**src/rtl/pcr_pkg.sv**
```systemverilog
// Shared types and constants of the pairwise cutoff relaxation core.
// Holds the controller/datapath command and status structs, command codes,
// register indexes and stream field layout. Depends on nothing.
package pcr_pkg;

	// stream payload layout
	localparam int IDX_W     = 9;
	localparam int POS_W     = 32;
	localparam int TDATA_W   = 112;
	localparam int IDX_LSB   = 0;
	localparam int X_LSB     = 9;
	localparam int Y_LSB     = 41;
	localparam int Z_LSB     = 73;
	localparam int FIX_BIT   = 105;
	localparam int PRES_BIT  = 106;
	localparam int TDATA_PAD = 5;

	// command codes carried in s_tuser
	localparam logic [1:0] CMD_LOAD = 2'd0;
	localparam logic [1:0] CMD_STEP = 2'd1;
	localparam logic [1:0] CMD_READ = 2'd2;

	// configuration port
	localparam int CFG_AW = 3;
	localparam int CFG_DW = 32;
	localparam logic [CFG_AW-1:0] REG_VCOUNT = 3'd0;
	localparam logic [CFG_AW-1:0] REG_DIMS   = 3'd1;
	localparam logic [CFG_AW-1:0] REG_MAXR   = 3'd2;
	localparam logic [CFG_AW-1:0] REG_MINR   = 3'd3;
	localparam logic [CFG_AW-1:0] REG_DT     = 3'd4;

	localparam int VCOUNT_W = 10;
	localparam int DIMS_W   = 2;
	localparam logic [DIMS_W-1:0] DIMS_RST = 2'd3;
	localparam logic [31:0]       DT_RST   = 32'd429497;

	// arithmetic widths
	localparam int VEL_W    = 32;
	localparam int RAD_W    = 64;
	localparam int ROOT_W   = 32;
	localparam int TERM_W   = 49;
	localparam int TERM_SH  = 16;
	localparam logic [4:0] ROOT_LAST = 5'd31;

	// controller to datapath commands
	typedef struct packed {
		logic acc;      // input transaction taken, latch index
		logic load;     // write the loaded vertex
		logic rd_issue; // read the requested vertex
		logic out_read; // put the read vertex in the output register
		logic out_done; // put the step result in the output register
		logic i_clr;
		logic i_inc;
		logic clr_wr;   // clear velocity slot i
		logic i_rd;
		logic i_ld;
		logic j_rd;
		logic j_ld;
		logic j_inc;
		logic sq;
		logic acc_sum;
		logic sqrt_go;
		logic rad_ld;
		logic t1;
		logic t2;
		logic t3;
		logic t4;
		logic t5;
		logic vj_wr;
		logic upd_wr;
	} cmd_t;

	// datapath to controller status
	typedef struct packed {
		logic i_end;
		logic j_end;
		logic k_end;
		logic pres;
		logic fix_i;
		logic skip;
		logic sqrt_done;
		logic in_range;
		logic out_free;
	} stat_t;

endpackage

```
**src/rtl/pcr_ctrl.sv**
```systemverilog
// Controller state machine of the relaxation core: sequences load, read and
// the step loops over vertices, pairs and axes. Depends on pcr_pkg.
module pcr_ctrl (
	input  logic           clk,
	input  logic           arst_n,
	input  logic           s_tvalid,
	input  logic [1:0]     s_cmd,
	output logic           s_tready,
	input  pcr_pkg::stat_t stat,
	output pcr_pkg::cmd_t  cmd
);
	import pcr_pkg::*;

	typedef enum logic [19:0] {
		ST_IDLE = 20'h00001,
		ST_RD   = 20'h00002,
		ST_RDO  = 20'h00004,
		ST_CLR  = 20'h00008,
		ST_IRD  = 20'h00010,
		ST_ILD  = 20'h00020,
		ST_JRD  = 20'h00040,
		ST_JLD  = 20'h00080,
		ST_SQ   = 20'h00100,
		ST_ACC  = 20'h00200,
		ST_CHK  = 20'h00400,
		ST_SQRT = 20'h00800,
		ST_RAD  = 20'h01000,
		ST_T1   = 20'h02000,
		ST_T2   = 20'h04000,
		ST_T3   = 20'h08000,
		ST_T4   = 20'h10000,
		ST_T5   = 20'h20000,
		ST_UPD  = 20'h40000,
		ST_DONE = 20'h80000
	} state_t;

	state_t state_q, state_n;
	logic   accept;

	assign s_tready = state_q == ST_IDLE;
	assign accept   = s_tvalid && s_tready;

	always_ff @(posedge clk or negedge arst_n) begin
		if (!arst_n) begin
			state_q <= ST_IDLE;
		end else begin
			state_q <= state_n;
		end
	end

	// next state and commands
	always_comb begin
		state_n = state_q;
		cmd     = '0;
		case (state_q)
			ST_IDLE: begin
				if (accept) begin
					cmd.acc = 1'b1;
					case (s_cmd)
						CMD_LOAD: cmd.load = 1'b1;
						CMD_STEP: begin
							cmd.i_clr = 1'b1;
							state_n   = ST_CLR;
						end
						CMD_READ: state_n = ST_RD;
						default:  ;
					endcase
				end
			end
			ST_RD: begin
				cmd.rd_issue = 1'b1;
				state_n      = ST_RDO;
			end
			ST_RDO: begin
				if (stat.out_free) begin
					cmd.out_read = 1'b1;
					state_n      = ST_IDLE;
				end
			end
			// zero the velocity slots taking part
			ST_CLR: begin
				if (stat.i_end) begin
					cmd.i_clr = 1'b1;
					state_n   = ST_IRD;
				end else begin
					cmd.clr_wr = 1'b1;
					cmd.i_inc  = 1'b1;
				end
			end
			ST_IRD: begin
				if (stat.i_end) begin
					state_n = ST_DONE;
				end else begin
					cmd.i_rd = 1'b1;
					state_n  = ST_ILD;
				end
			end
			ST_ILD: begin
				cmd.i_ld = 1'b1;
				if (stat.pres) begin
					state_n = ST_JRD;
				end else begin
					cmd.i_inc = 1'b1;
					state_n   = ST_IRD;
				end
			end
			ST_JRD: begin
				if (stat.j_end) begin
					state_n = ST_UPD;
				end else begin
					cmd.j_rd = 1'b1;
					state_n  = ST_JLD;
				end
			end
			ST_JLD: begin
				cmd.j_ld = 1'b1;
				if (stat.pres) begin
					state_n = ST_SQ;
				end else begin
					cmd.j_inc = 1'b1;
					state_n   = ST_JRD;
				end
			end
			// squared distance, each axis in an SQ then an ACC state
			ST_SQ: begin
				if (stat.k_end) begin
					state_n = ST_CHK;
				end else begin
					cmd.sq  = 1'b1;
					state_n = ST_ACC;
				end
			end
			ST_ACC: begin
				cmd.acc_sum = 1'b1;
				state_n     = ST_SQ;
			end
			ST_CHK: begin
				if (stat.skip) begin
					cmd.j_inc = 1'b1;
					state_n   = ST_JRD;
				end else begin
					cmd.sqrt_go = 1'b1;
					state_n     = ST_SQRT;
				end
			end
			ST_SQRT: begin
				if (stat.sqrt_done) begin
					state_n = ST_RAD;
				end
			end
			ST_RAD: begin
				if (stat.in_range) begin
					cmd.rad_ld = 1'b1;
					state_n    = ST_T1;
				end else begin
					cmd.j_inc = 1'b1;
					state_n   = ST_JRD;
				end
			end
			// per-axis force term, then write back the velocity of vertex j
			ST_T1: begin
				if (stat.k_end) begin
					cmd.vj_wr = 1'b1;
					cmd.j_inc = 1'b1;
					state_n   = ST_JRD;
				end else begin
					cmd.t1  = 1'b1;
					state_n = ST_T2;
				end
			end
			ST_T2: begin
				cmd.t2  = 1'b1;
				state_n = ST_T3;
			end
			ST_T3: begin
				cmd.t3  = 1'b1;
				state_n = ST_T4;
			end
			ST_T4: begin
				cmd.t4  = 1'b1;
				state_n = ST_T5;
			end
			ST_T5: begin
				cmd.t5  = 1'b1;
				state_n = ST_T1;
			end
			// move vertex i once its pairs are done, unless it is fixed
			ST_UPD: begin
				cmd.upd_wr = !stat.fix_i;
				cmd.i_inc  = 1'b1;
				state_n    = ST_IRD;
			end
			ST_DONE: begin
				if (stat.out_free) begin
					cmd.out_done = 1'b1;
					state_n      = ST_IDLE;
				end
			end
			default: state_n = ST_IDLE;
		endcase
	end

endmodule
```
**config.mk**
```make
export PLATFORM = sky130hd
export DESIGN_NAME = pcr_ctrl
export DESIGN_NICKNAME = d
export VERILOG_FILES = /design/src/rtl/pcr_pkg.sv /design/src/rtl/pcr_ctrl.sv
export SDC_FILE = /design/constraint.sdc
export NUM_CORES = 1
export LEC_CHECK = 0
export BUFFER_PORTS_ARGS = -buffer_cell sky130_fd_sc_hd__clkbuf_2
export CAP_MARGIN = 20
export CELL_PAD_IN_SITES_DETAIL_PLACEMENT = 0
export CELL_PAD_IN_SITES_GLOBAL_PLACEMENT = 2
export CORE_MARGIN = 8
export CORE_UTILIZATION = 30
export CTS_CLUSTER_DIAMETER = 50
export DETAILED_ROUTE_END_ITERATION = 8
export HOLD_SLACK_MARGIN = 0.05
export PLACE_DENSITY_LB_ADDON = 0.1
export SETUP_SLACK_MARGIN = 0.4
export SYNTH_ARGS = -nofsm -noshare
export SYNTH_HDL_FRONTEND = slang
export SYNTH_SLANG_ARGS = --single-unit
export TNS_END_PERCENT = 1
```
**constraint.sdc**
```tcl
create_clock -name clk -period 2.1 [get_ports clk]
set_input_delay 0.42 -clock clk [delete_from_list [all_inputs] [get_ports clk]]
set_output_delay 0.42 -clock clk [all_outputs]
set_load 0.01 [all_outputs]
```
=== Word-level counts from Yosys, hierarchy flattened ===
Cells that the tools add are included.

* Equal/unequal tests: 27
* Muxes and demuxes: 53
* Reductions and logical operators: 5

{| class="wikitable"
|+ Operator list
! cell !! number
|-
| $pmux W20 S19 || 1
|-
| $mux W20 || 5
|-
| $pmux W20 S2 || 1
|-
| $mux W1 || 33
|-
| $eq A20 B1 Y1 const B || 1
|-
| $eq A20 B10 Y1 const B || 1
|-
| $eq A20 B11 Y1 const B || 1
|-
| $eq A20 B12 Y1 const B || 1
|-
| $eq A20 B13 Y1 const B || 1
|-
| $eq A20 B14 Y1 const B || 1
|-
| $eq A20 B15 Y1 const B || 1
|-
| $eq A20 B16 Y1 const B || 1
|-
| $eq A20 B17 Y1 const B || 1
|-
| $eq A20 B18 Y1 const B || 1
|-
| $eq A20 B19 Y1 const B || 1
|-
| $eq A20 B2 Y1 const B || 1
|-
| $eq A20 B20 Y1 const B || 1
|-
| $eq A20 B3 Y1 const B || 1
|-
| $eq A20 B4 Y1 const B || 1
|-
| $eq A20 B5 Y1 const B || 1
|-
| $eq A20 B6 Y1 const B || 1
|-
| $eq A20 B7 Y1 const B || 1
|-
| $eq A20 B8 Y1 const B || 1
|-
| $eq A20 B9 Y1 const B || 1
|-
| other kinds (21) || 25
|}

* Register bits: 20
* Output and inout bits: 25

=== Longest topological paths before layout ===
Gate-level depths: netlist of run 1.

* Depth after elaboration: 4
* Depth in mapped cells: 6
* Gate-level depth less buffers: 5

=== Worst setup path before layout of run 1 ===
No wires, ideal clock.

* Kind: reg2out
* From: register state_q[9]
* To: output cmd[5] in the netlist's numbering
* Arrival: 1.772 ns
* Setup slack: -0.092 ns
* Stages on the path, launching flop included: 6
* Cell sequence: dfrtp_1 -> buf_2 -> nor4_4 -> nand4_1 -> or3_1 -> nor3b_1

{| class="wikitable"
|+ RTL lines
! item !! line !! source
|-
| start: declaration || pcr_ctrl.sv:37 || <nowiki>state_t state_q, state_n;</nowiki>
|-
| start signal: assignment || pcr_ctrl.sv:47 || <nowiki>state_q <= state_n;</nowiki>
|-
| end: declaration || pcr_ctrl.sv:10 || <nowiki>output pcr_pkg::cmd_t cmd</nowiki>
|}

==> flow_summary.toml, run 1 <==
[worst_setup_path]
cp-end-kind = "primary output"
cp_max_fo = 4
critPathKind = "register to primary output"
max_stage_delay_ps = 420
startpoint_type = "register"
path_cells = "nor4_4 > buf_4 > buf_6 > and4_4 > nand4_1 > nor2_2 > a22o_1 > clkbuf_2"
crit_required_ps = 1680
critPathArrivalTime_ps = 2070
crit_slowest_cell = "dfrtp_1"
rrSetupSlack_ps = -360

[pwr]
p_int_uw = 1220
clkPwrFrac = 0.213
p_switching_uw = 604
p_leak_uw = 0.00122
ir_drop_mv = 0.413
combPwrFrac = 0.546
switching_share = 0.331
pwr-share-seq = 0.241
power_density_nw_per_um2 = 746
p_total_uw = 1820

[timing]
finalCriticalPeriod_ps = 2490
finalClockSkew_ps = 10.3
relSlewSlack = 0.626
setup_slack_ps = -391
hold_viol = 0
worst_pin_slew_ps = 553
slew_viol_final = 0
holdWs_ps = 129
rsz0062_at_grt = "yes"
setup_violations = 30
fmax_ghz = 0.401
timing.final.crit_share = 1.19

[floorplanning]
die_h_um = 85.8
start_util = 0.309
dieArea_um2 = 7360
die_x_um = 85.8
io_pins = 39
row_count = 25
core_area_um2 = 4720

[layout]
largest_reg_flops = 20
reg.largest.list = "state_q (20)"
areaGrowthSynthToFinish_pct = 67.3
drive_above_1_share = 0.555
fillers = 453
finalNonFillerCells = 323
antenna_cells = 0
layout.cells.most_common_list = "buf_4, clkbuf_2, dfrtp_1, nor2_1, buf_6"
largest_register = "state_q"
final_common_cell = "buf_4"
final_nets = 271

[global_route]
grt_pass1_wl_um = 8320
gr-usage-all-layers = 0.140
overflow = 0
antenna_found_initial = 0
grt_pass1_vias = 1726
grt_max_degree = 21

[min_path]
hold_path.class = "primary input to asynchronous set/reset pin"

[status]
violations = "negative setup slack"
status = "complete, but fails checks"

[cts]
cts_max_level = 1
clk_pin_slew_ps = 80
clk_latency_ps = 260
cts_tree = "yes"
cts-root-buf = "clkbuf_8"
holdBufCountCts = 0
cts.path.max_buffers = 2
cts_made_buffers = 3
clock-sinks = 20

[routing]
drt_first_pass_iters = 4
drc = 0
wire_per_inst_um = 15.0
ant_nets = 0
via_per_inst = 5.06
wirelength_um = 4850
vias = 1633
drt_iter0_markers = 97

[placed_design]
port_buffers = 38
dp.cells = 306
hpwlAfterDp_um = 3720
place.gp.congestion = 0.820

[job]
drv_cap = 0

[logic_synthesis]
synth.cell_area_um2 = 1460
synthFlopType = "dfrtp_1"
synth-edff-count = 0
ys_ff_latch = 20
async_flop_share = 1.00
synthesis.instances = 158
ys_seq_area_frac = 0.344
avgSynthCellArea_um2 = 9.24
ys_types = 47
syn-num-nets = 172
yosysWarnings = 0
## synthesized netlist by cell type (all sizes together) (2+ instances only)
master	count	area (um^2)
nand2b	2	12.5
nor2	18	67.6
inv	7	26.3
nor3b	5	42.5
nand2	8	32.5
a21oi	2	10.0
nand3b	2	15.0
nand4	6	37.5
nor4b	7	73.8
a22oi	2	15.0
nor2b	5	31.3
and3	5	31.3
xor2	5	43.8
a21o	4	30.0
or4	4	33.8
or3	4	30.0
dfrtp	19	475
o21ai	6	30.0
a311o	2	20.0
nor4	8	125
nor3	10	50.1
buf	6	36.3
nand3	3	15.0
nor4bb	2	20.0
## final cells by class
| class | count | area [um^2] | area share |
|---|---|---|---|
| timing repair buffer | 100 | 704 | 0.288 |
| tap | 67 | 83.8 | 0.0343 |
| inverter | 7 | 26.3 | 0.0108 |
| clock buffer | 3 | 41.3 | 0.0169 |
| clock inverter | 1 | 30.0 | 0.0123 |
| sequential | 20 | 502 | 0.205 |
| multi-input combinational | 125 | 1050 | 0.432 |
## per-stage QoR
| step | area (um^2) | setup WS, ps | TNS [ps] | utilization |
|---|---|---|---|---|
| after CTS | 2360 | -403 | -8950 | 0.499 |
| after detailed placement | 2110 | -175 | -1590 | 0.447 |
| after global placement | 2110 | -187 | -1230 | 0.447 |
| after floorplan | 1510 | 0.0469 | 0 | - |
| after global routing | 2440 | -536 | -12320 | 0.517 |
| final | 2440 | -391 | -8410 | 0.517 |
## power groups by stage
stage | Combinational [uW] | Sequential (uW) | Clock [uW]
floorplan | 391 | 438 | 0
global placement | 723 | 445 | 0
detailed placement | 730 | 445 | 0
CTS | 897 | 439 | 402
global route | 1070 | 442 | 423
finish | 995 | 439 | 389
## repair_timing
| item | in CTS | in global routing |
|---|---|---|
| endpoints found under the setup margin | 41 | 44 |
| pin swaps | 22 | 7 |
| hold endpoints to repair | 0 | 0 |
| setup buffers | 13 | 0 |
| resized for setup | 18 | 31 |
## per-layer routing
layer / GRT usage / vias to the layer above / routed length [um]
li1: - / 804 / -
met3: 0.0334 / 4 / 269
met2: 0.239 / 38 / 2430
met5: 0 / - / 0
met4: 0.0239 / 0 / 27
met1: 0.174 / 787 / 2130
## cell families after synthesis
group	synth area share
and+or+nand+nor	0.456
AOI/OAI and AO/OA	0.128
xor gates and xnor gates	0.0300
DFF	0.344
buffers and inverters	0.0428
## critical path, delay by kind of cell, from the launching register on
family / cells / cell delay [ps]
AOI/OAI and AO/OA: 1 / 150
buffers and inverters: 3 / 400
DFF: 1 / 420
and+or+nand+nor: 4 / 830
## final timing paths
kind / end / cells after the start / from
min: state_q[19] / 1 / arst_n
max in group asynchronous: state_q[0] / 1 / arst_n
max: cmd[18] / 8 / state_q[12]
min in group clk: state_q[7] / 2 / stat[7]
max reg2reg: state_q[1] / 11 / state_q[12]
min reg2reg: state_q[17] / 2 / state_q[17]
Power figures use the tool's default switching activity.
==> run 2, diff against run 1 <==
--- a/config.mk
+++ b/config.mk
@@ -15,7 +15,7 @@
 export DETAILED_ROUTE_END_ITERATION = 8
 export HOLD_SLACK_MARGIN = 0.05
 export PLACE_DENSITY_LB_ADDON = 0.1
-export SETUP_SLACK_MARGIN = 0.4
+export SETUP_SLACK_MARGIN = 0.15
 export SYNTH_ARGS = -nofsm -noshare
 export SYNTH_HDL_FRONTEND = slang
 export SYNTH_SLANG_ARGS = --single-unit
==> run 2 against run 1 <==
Compared with the run above: the run still ends with negative setup slack left; critical endpoint unchanged; worst hold slack gained 1.6 ps; global-route usage shrank 0.060 points; cell count is the same; sequential power is essentially flat; largest cell class unchanged.
==> flow_summary.toml, run 2 (same netlist as run 1, synthesis figures left out) <==
[timing]
slew_viol_final = 0
finalSetupTns_ps = -8370
setup_violations = 30
finalCriticalPeriod_ps = 2490
fmax_ghz = 0.401
hold_viol = 0
setup_slack_ps = -391
timing.final.crit_share = 1.19
rsz0062_at_grt = "yes"
worst_pin_slew_ps = 554
holdWs_ps = 130
finalClockSkew_ps = 9.15
relSlewSlack = 0.626

[floorplanning]
row_count = 25
die_x_um = 85.8
core_area_um2 = 4720
io_pins = 39
dieArea_um2 = 7360
start_util = 0.309
die_h_um = 85.8

[pwr]
p_switching_uw = 603
pwr-share-seq = 0.241
combPwrFrac = 0.545
switching_share = 0.331
power_density_nw_per_um2 = 746
clkPwrFrac = 0.214
p_leak_uw = 0.00122
ir_drop_mv = 0.412
p_int_uw = 1220

[worst_setup_path]
critPathKind = "register to primary output"
path_cells = "nor4_4 > buf_4 > buf_6 > and4_4 > nand4_1 > nor2_2 > a22o_1 > clkbuf_2"
critPathArrivalTime_ps = 2070
startpoint_type = "register"
max_stage_delay_ps = 420
cp_max_fo = 4
crit_required_ps = 1680
cp-end-kind = "primary output"
crit_slowest_cell = "dfrtp_1"

[layout]
areaGrowthSynthToFinish_pct = 67.0
final_nets = 271
drive_above_1_share = 0.551
layout.cells.most_common_list = "buf_4, clkbuf_2, dfrtp_1, nor2_1, buf_6"
final_common_cell = "buf_4"
largest_register = "state_q"
antenna_cells = 0
reg.largest.list = "state_q (20)"
largest_reg_flops = 20

[cts]
clk_latency_ps = 260
cts_made_buffers = 3
cts.path.max_buffers = 2
cts_max_level = 1
cts_tree = "yes"
clock-sinks = 20
cts-root-buf = "clkbuf_8"
clk_pin_slew_ps = 80

[routing]
via_per_inst = 5.02
wire_per_inst_um = 15.1
ant_nets = 0
wirelength_um = 4880
vias = 1620
drt_first_pass_iters = 4
drt_iter0_markers = 95
drc = 0

[placed_design]
place.gp.congestion = 0.820
port_buffers = 38
hpwlAfterDp_um = 3720

[global_route]
antenna_found_initial = 0
grt_busiest_layer = "met2"
grt_use_met2 = 0.239
grt_max_degree = 21
grt_pass1_vias = 1724
use_met3 = 0.0334
grt_pass1_wl_um = 8280
gr-usage-all-layers = 0.139
met1_usage = 0.173
overflow = 0

[status]
status = "complete, but fails checks"
violations = "negative setup slack"

[min_path]
hold_path.class = "primary input to asynchronous set/reset pin"

[job]
drv_cap = 0
-- run 2: critical path: cells and delay by family, from the launching register on --
family | cells | cell delay (ps)
buffers and inverters | 3 | 400
AO/OA/AOI/OAI | 1 | 150
AND/OR/NAND/NOR | 4 | 830
flip-flops | 1 | 420
-- run 2: stage by stage --
stage	power [uW]	util	setup WS (ps)	area, um^2	std cells
3_5_place_dp	1170	0.447	-175	2110	306
3_3_place_gp	1170	0.447	-187	2110	306
2_1_floorplan	829	-	0.0469	1510	158
6_report	1820	0.516	-391	2440	323
4_1_cts	1730	0.495	-403	2340	323
5_1_grt	1940	0.516	-536	2440	323
-- run 2: power by group through the flow --
stage	clock network (uW)	registers (uW)	logic, uW
2_1_floorplan	0	438	391
3_3_place_gp	0	445	723
3_5_place_dp	0	445	730
4_1_cts	402	439	892
5_1_grt	423	442	1070
6_report	389	439	992
-- run 2: area by class of cell --
class	instances	area, um^2
Clock buffer	3	41.3
Clock inverter	1	30.0
Fill cell	453	2280
Inverter	7	26.3
Multi-Input combinational cell	125	1050
Sequential cell	20	502
Tap cell	67	83.8
Timing Repair Buffer	100	704
-- run 2: what timing repair did --
| action | 4_1_cts | 5_1_grt |
|---|---|---|
| buffers inserted | 13 | 0 |
| hold buffers | 0 | 0 |
| endpoints found under the setup margin | 31 | 37 |
| pin swaps | 20 | 6 |
| resized for setup | 15 | 32 |
-- run 2: layer usage --
layer,vias to the layer above,part of all wire
met3,4,0.048
met2,33,0.49
li1,804,-
met5,-,0
met1,779,0.45
met4,0,0.0055
-- run 2: path summary, 6_finish.rpt --
kind	startpoint	endpoint	slack, ps	cells past startpoint
max	state_q[12]	cmd[18]	-390	8
min	arst_n	state_q[12]	130	1
max reg2reg	state_q[12]	state_q[1]	-350	11
min reg2reg	state_q[17]	state_q[17]	670	2
max in group asynchronous	arst_n	state_q[0]	1590	1
min in group clk	stat[7]	state_q[7]	350	2
